===== src/assert_macros.svh =====
// Assertion helpers used by space_time_histogram_binner.
// Define ASSERT_OFF to compile every check away.
`ifndef ASSERT_MACROS_SVH
`define ASSERT_MACROS_SVH
`ifndef ASSERT_OFF
// Same-cycle implication, disabled while reset is high
`define ASSERT_IMPLY(label, clk, rst, ante, cons, msg) \
   label: assert property (@(posedge clk) disable iff (rst) (ante) |-> (cons)) \
      else $error(msg);
// Next-cycle implication, disabled while reset is high
`define ASSERT_NEXT(label, clk, rst, ante, cons, msg) \
   label: assert property (@(posedge clk) disable iff (rst) (ante) |=> (cons)) \
      else $error(msg);
`else
`define ASSERT_IMPLY(label, clk, rst, ante, cons, msg)
`define ASSERT_NEXT(label, clk, rst, ante, cons, msg)
`endif
`endif


===== src/sthb_pkg.sv =====
package sthb_pkg;

   // Histogram geometry
   localparam int DIMS          = 3;
   localparam int BINS_PER_DIM  = 8;
   localparam int SPECIES_COUNT = 4;
   localparam int SLICE_BINS    = 32;
   localparam int BIN_W         = $clog2(BINS_PER_DIM);

   // Bin store
   localparam int STORE_DEPTH = 65536;
   localparam int ADDR_W      = 16;
   localparam int COUNT_W     = 16;

   // Field widths
   localparam int POS_W   = 20;
   localparam int INV_W   = 20;
   localparam int SLICE_W = 11;
   localparam int PROD_W  = 42;
   localparam int FRAC2_W = 24;
   localparam int AXIS_W  = 2;

   // Serial divider
   localparam int DIV_W     = 11;
   localparam int DIV_CNT_W = $clog2(DIV_W + 1);

   // Command codes
   localparam logic [1:0] CMD_ADD   = 2'd0;
   localparam logic [1:0] CMD_READ  = 2'd1;
   localparam logic [1:0] CMD_CLEAR = 2'd2;

   // Configuration register indexes
   localparam int CSR_IDX_W = 3;
   localparam int CSR_DATA_W = 20;
   localparam logic [CSR_IDX_W-1:0] CSR_ORIGIN_X    = 3'd0;
   localparam logic [CSR_IDX_W-1:0] CSR_ORIGIN_Y    = 3'd1;
   localparam logic [CSR_IDX_W-1:0] CSR_ORIGIN_Z    = 3'd2;
   localparam logic [CSR_IDX_W-1:0] CSR_INV_BIN_X   = 3'd3;
   localparam logic [CSR_IDX_W-1:0] CSR_INV_BIN_Y   = 3'd4;
   localparam logic [CSR_IDX_W-1:0] CSR_INV_BIN_Z   = 3'd5;
   localparam logic [CSR_IDX_W-1:0] CSR_SLICE_STRIDE = 3'd6;
   localparam logic [CSR_IDX_W-1:0] CSR_SLICE_TOTAL  = 3'd7;

   typedef struct packed {
      logic [1:0]              cmd;
      logic signed [POS_W-1:0] pos_x;
      logic signed [POS_W-1:0] pos_y;
      logic signed [POS_W-1:0] pos_z;
      logic [1:0]              species;
      logic [9:0]              slice_index;
      logic [15:0]             read_index;
   } req_type;

   typedef struct packed {
      logic [COUNT_W-1:0] count;
      logic               counted;
   } rsp_type;

   typedef struct packed {
      logic             start;
      logic [DIV_W-1:0] dividend;
      logic [DIV_W-1:0] divisor;
   } div_req_type;

   typedef struct packed {
      logic             done;
      logic [DIV_W-1:0] quo;
      logic [DIV_W-1:0] rem;
   } div_rsp_type;

endpackage


===== src/sthb_div.sv =====
module sthb_div import sthb_pkg::*; (
   input  logic        clock,
   input  logic        reset,
   input  div_req_type div_req,
   output div_rsp_type div_rsp
);

   logic                 busy_ff, busy_in;
   logic                 done_ff, done_in;
   logic [DIV_CNT_W-1:0] cnt_ff, cnt_in;
   logic [DIV_W-1:0]     rem_ff, rem_in;
   logic [DIV_W-1:0]     quo_ff, quo_in;
   logic [DIV_W-1:0]     dsr_ff, dsr_in;
   logic [DIV_W:0]       shifted;
   logic [DIV_W:0]       diff;

   // One restoring step: shift in the next dividend bit, subtract if it fits
   always_comb begin
      shifted = {rem_ff, quo_ff[DIV_W-1]};
      diff    = shifted - {1'b0, dsr_ff};
      busy_in = busy_ff;
      done_in = 1'b0;
      cnt_in  = cnt_ff;
      rem_in  = rem_ff;
      quo_in  = quo_ff;
      dsr_in  = dsr_ff;
      if (div_req.start) begin
         busy_in = 1'b1;
         cnt_in  = DIV_CNT_W'(DIV_W);
         rem_in  = '0;
         quo_in  = div_req.dividend;
         dsr_in  = div_req.divisor;
      end else if (busy_ff) begin
         if (!diff[DIV_W]) begin
            rem_in = diff[DIV_W-1:0];
            quo_in = {quo_ff[DIV_W-2:0], 1'b1};
         end else begin
            rem_in = shifted[DIV_W-1:0];
            quo_in = {quo_ff[DIV_W-2:0], 1'b0};
         end
         cnt_in = cnt_ff - 1'b1;
         if (cnt_ff == DIV_CNT_W'(1)) begin
            busy_in = 1'b0;
            done_in = 1'b1;
         end
      end
   end

   always_ff @(posedge clock) begin
      if (reset) begin
         busy_ff <= 1'b0;
         done_ff <= 1'b0;
      end else begin
         busy_ff <= busy_in;
         done_ff <= done_in;
      end
   end

   always_ff @(posedge clock) begin
      cnt_ff <= cnt_in;
      rem_ff <= rem_in;
      quo_ff <= quo_in;
      dsr_ff <= dsr_in;
   end

   assign div_rsp.done = done_ff;
   assign div_rsp.quo  = quo_ff;
   assign div_rsp.rem  = rem_ff;

endmodule


===== config.mk =====
export PLATFORM = sky130hd
export DESIGN_NAME = sthb_div
export DESIGN_NICKNAME = d
export VERILOG_FILES = /design/src/assert_macros.svh /design/src/sthb_pkg.sv /design/src/sthb_div.sv
export SDC_FILE = /design/constraint.sdc
export NUM_CORES = 1
export LEC_CHECK = 0
export BUFFER_PORTS_ARGS = -buffer_cell sky130_fd_sc_hd__buf_2
export CORE_AREA = 2 2 71 80
export CTS_BUF_LIST = sky130_fd_sc_hd__clkbuf_16
export CTS_CLUSTER_SIZE = 16
export DETAILED_ROUTE_END_ITERATION = 10
export DIE_AREA = 0 0 73 82
export GPL_TIMING_DRIVEN = 0
export MAX_ROUTING_LAYER = met4
export PLACE_DENSITY = 0.71
export SYNTH_ARGS = -nofsm -noshare
export SYNTH_HDL_FRONTEND = slang
export SYNTH_SLANG_ARGS = --single-unit

===== constraint.sdc =====
create_clock -name clock -period 3.2 [get_ports clock]
set_input_delay 0.64 -clock clock [delete_from_list [all_inputs] [get_ports clock]]
set_output_delay 0.64 -clock clock [all_outputs]
set_load 0.1 [all_outputs]

==> tab_implementation.tex <==
\begin{tabular}{lr}
\hline
Metric & Value \\
\hline
\multicolumn{2}{l}{\textbf{Route}} \\
Vias per Instance & 5.59 \\
1st-iter DRT viols & 103 \\
Total via count in the routed design & 1888 \\
Wirelength, routed & 4860 um \\
Router iterations before antenna repair & 5 \\
Number of remaining DRC errors & 0 \\
Average wire per cell in the routed design & roughly 14 um \\
Routed Antenna Nets & 0 \\
\multicolumn{2}{l}{\textbf{Clocking}} \\
Worst-skew pair later-pin latency & 0.29 ns \\
Total of hold buffers inserted after clock tree synthesis & 0 \\
Total CTS buffers & 5 \\
Number of levels the H-tree was split into & 2 \\
Post-CTS clock slew at the launch and capture registers of the worst setup and hold paths & $\sim$0.060 ns \\
CTS root buf & clkbuf\_16 \\
Maximum clock insertion buffer count & 2 \\
Setup fix buffers added after clock tree synthesis & 0 \\
TritonCTS clock tree & done \\
Post-CTS sizing & 0 \\
CTS sink cnt & 39 \\
\multicolumn{2}{l}{\textbf{Min path}} \\
Min-delay src & cnt\_ff[3]\$\_SDFFE\_PP1P\_ \\
Worst min-delay path class & flop to flop \\
\multicolumn{2}{l}{\textbf{Die}} \\
Overall die height & 82 um \\
Boundary Pins & 48 \\
Core area & approximately 0.0052 mm2 \\
Effective utilization at floorplan & 0.430 \\
DIE AREA & 0.00599 mm2 \\
Number of core rows & 28 \\
X dimension of the die & 73 um \\
\multicolumn{2}{l}{\textbf{Timing}} \\
Final min period & 2.42 ns \\
Count of final max-slew check failures & 0 \\
Worst slew slack as a fraction of its limit & 0.643 \\
Number of hold violations in the final report & 0 \\
Final sum of negative setup slack & 0 ns \\
Max Freq & 413 MHz \\
Measured slew at the worst slew-check pin & 0.535 ns \\
Setup Skew & 0.00613 ns \\
Number of failing setup endpoints in the final timing report & 0 \\
Share of the clock period used by the worst path after layout & 0.756 \\
Unrepaired setup endpoints after global routing & no \\
\multicolumn{2}{l}{\textbf{Final layout}} \\
Fill cells & 467 \\
Area Growth Syn to Fin & 21.5\% \\
Fraction of layout instances using a drive strength above 1 & 0.299 \\
Fin nets & about 320 \\
Ant. Diodes & 0 \\
\multicolumn{2}{l}{\textbf{Power}} \\
Cell-internal power & 0.00112 W \\
Comb pwr share & 0.326 \\
Switching Fraction & 0.369 \\
Power density relative to cell area & 650 mW/mm2 \\
IR drop worst, VDD & 0.000355 V \\
Clock network fraction of total power & 0.328 \\
Overall power after layout & 0.00177 W \\
Static leakage & 1.20 nW \\
Net switching power figure & 0.000654 W \\
Share of total power in sequential cells & 0.346 \\
\multicolumn{2}{l}{\textbf{Critical path}} \\
Critical Path Most Common Cell & inv\_1 \\
Crit path required time & between 3 and 4 ns \\
Category of the critical setup timing path & flop to flop \\
Category of the worst setup path launch point & flop \\
Largest stage delay, worst path & 0.42 ns \\
Endpoint arrival time on the critical path & around 2.6 ns \\
Crit path from & quo\_ff[10]\$\_DFFE\_PP\_ \\
Peak fanout along the critical path & 4 \\
Ordered cell list for the critical path & inv\_1 -> ha\_1 -> inv\_1 -> fa\_1 -> a21oi\_1 -> o211a\_1 -> o21ai\_0 -> a311oi\_1 -> and4\_1 -> nor2\_1 \\
Worst reg2reg path startpoint & quo\_ff[10]\$\_DFFE\_PP\_ \\
Type of destination of the critical path & flop \\
Number of buffers and inverters on the critical path & 2 \\
Critical path's slowest cell & edfxtp\_1 \\
Delay-heaviest family, CP & compound AO/OA/AOI/OAI gates \\
\multicolumn{2}{l}{\textbf{Global routing}} \\
Vias in the first global route & 1876 \\
Remaining global-route overflow & 0 \\
Wire length of the first global-routing pass & 8090 um \\
Tot GR Track Use & 0.179 \\
Largest net degree at the start of global routing & 15 \\
Initial antenna violation count & 0 \\
\multicolumn{2}{l}{\textbf{Synthesis}} \\
Flip-flop cell with the highest count after synthesis & edfxtp\_1 \\
Number of warnings reported in the yosys synthesis log & 0 \\
Sequential-to-total area share from yosys stat & 0.446 \\
Avg Synthesized Cell Area & 10.1 um2 \\
Leading post-synthesis cells by cell area & edfxtp\_1, dfxtp\_1, ha\_1, mux2\_2, nor2\_1 \\
Number of different library cells in the post-synthesis netlist & 51 \\
Cell count after synthesis & 223 \\
Synth async-reset ratio & 0 \\
EDFF count, synth & 22 \\
Portion of synthesized cell area occupied by the leading cell type & 0.294 \\
Combined area of all synthesized cells & 0.00224 mm2 \\
Number of storage elements in the synthesis netlist & 39 \\
Number of nets produced by synthesis & 262 \\
Cell taking the most area after synthesis & edfxtp\_1 \\
\multicolumn{2}{l}{\textbf{Flow run}} \\
Max-cap violations & 0 \\
\multicolumn{2}{l}{\textbf{Place}} \\
RePlAce Congestion & approximately 0.82 \\
Post-DP HPWL & around 3600 um \\
Count of port buffers added during placement & between 40 and 50 \\
\multicolumn{2}{l}{\textbf{Outcome}} \\
Status & finished clean \\
\hline
\end{tabular}
-- tightest hold or removal path, stage by stage, from the launching register on --
cell,delay (ns)
dfxtp_1,0.35
xnor2_1,0.08
nand2_1,0.05
-- flip-flops by register name, indices dropped and copies added (netlist names) --
signal,count
done_ff,1
cnt_ff,4
dsr_ff,11
rem_ff,11
quo_ff,11
busy_ff,1
-- final cells by class --
class | count | area [um2] | share of cell area
flip-flops and latches | 39 | 1000 | 0.367
repair buffers | 47 | 235 | 0.0862
clock buffers | 5 | 125 | 0.0459
plain buffers | 13 | 77.6 | 0.0284
multi-input cells | 151 | 1090 | 0.400
inverters | 20 | 75.1 | 0.0275
well taps | 60 | 75.1 | 0.0275
clock inverters | 3 | 47.5 | 0.0174
-- power by group through the flow --
stage                     combinational, W  sequential (W)  clock, W
after floorplan                   0.000254        0.000839         0
after global routing              0.000621        0.000619  0.000609
after CTS                         0.000579        0.000614  0.000585
after detailed placement          0.000576        0.000624         0
final                             0.000579        0.000613  0.000581
after global placement            0.000569        0.000623         0
-- path summary, 6_finish.rpt --
| path | cells after the start | endpoint | slack [ns] |
|---|---|---|---|
| setup / recovery | 10 | rem_ff[10]$_SDFFE_PP0P_ | 0.78 |
| hold / removal | 2 | cnt_ff[3]$_SDFFE_PP1P_ | 0.51 |
| setup reg to reg | 10 | rem_ff[10]$_SDFFE_PP0P_ | 0.78 |
| hold reg to reg | 2 | cnt_ff[3]$_SDFFE_PP1P_ | 0.51 |
-- stage by stage --
| stage | cells | setup WS [ns] | instance area [um2] | hold slack (ns) | util |
|---|---|---|---|---|---|
| after CTS | 338 | 0.786 | 2730 | 0.510 | 0.523 |
| after global routing | 338 | 0.604 | 2730 | 0.521 | 0.523 |
| after detailed placement | 330 | 0.692 | 2550 | 0.492 | 0.489 |
| final | 338 | 0.780 | 2730 | 0.508 | 0.523 |
| after global placement | 330 | 0.724 | 2550 | 0.482 | 0.489 |
| after floorplan | 223 | 0.402 | 2240 | 0.466 | - |
-- synthesized netlist by cell type (all sizes together) (4+ instances only) --
master	count
nand4	5
o21ai	6
xor2	4
nor2	23
nand2	19
o311a	5
buf	8
inv	20
xnor2	4
edfxtp	22
mux2	10
nand3	9
ha	13
nor3	5
a21oi	9
clkbuf	5
dfxtp	17
-- layer usage --
metal / GRT usage / part of all wire / vias to the layer above
li1: - / - / 922
met1: 0.194 / 0.41 / 884
met2: 0.307 / 0.50 / 70
met3: 0.0417 / 0.059 / 12
met4: 0.0870 / 0.024 / 0
met5: - / 0 / -
-- placed cells by master (no fill, tap or decap), types with 2 or more instances in the layout --
master	Yosys	layout
buf_2	2	49
nor2_1	23	23
edfxtp_1	22	22
inv_1	20	20
nand2_1	19	19
dfxtp_1	17	17
ha_1	13	13
mux2_2	10	10
nand3_1	9	9
a21oi_1	8	8
clkbuf_1	5	5
nand4_1	5	5
o21ai_0	5	5
nor3_1	5	5
o311a_1	5	5
clkbuf_16	0	5
xor2_1	4	4
xnor2_1	4	4
buf_6	3	3
nor4_1	3	3
buf_1	2	2
and4_1	2	2
a31o_2	2	2
a31oi_1	2	2
o211a_1	2	2
and3_1	2	2
o41ai_1	2	2
nor3b_1	2	2
o311ai_2	2	2
-- kinds of logic after synthesis --
kind of cell | count (synthesis) | share of synthesized area
multiplexers | 10 | 0.0502
buffers and inverters | 33 | 0.0680
adder cells (fa/ha/maj) | 14 | 0.0814
AND/OR/NAND/NOR | 79 | 0.177
AO/OA/AOI/OAI | 40 | 0.146
flip-flops | 39 | 0.446
XOR/XNOR | 8 | 0.0312
Note: power is estimated with default switching activity, not from simulation.
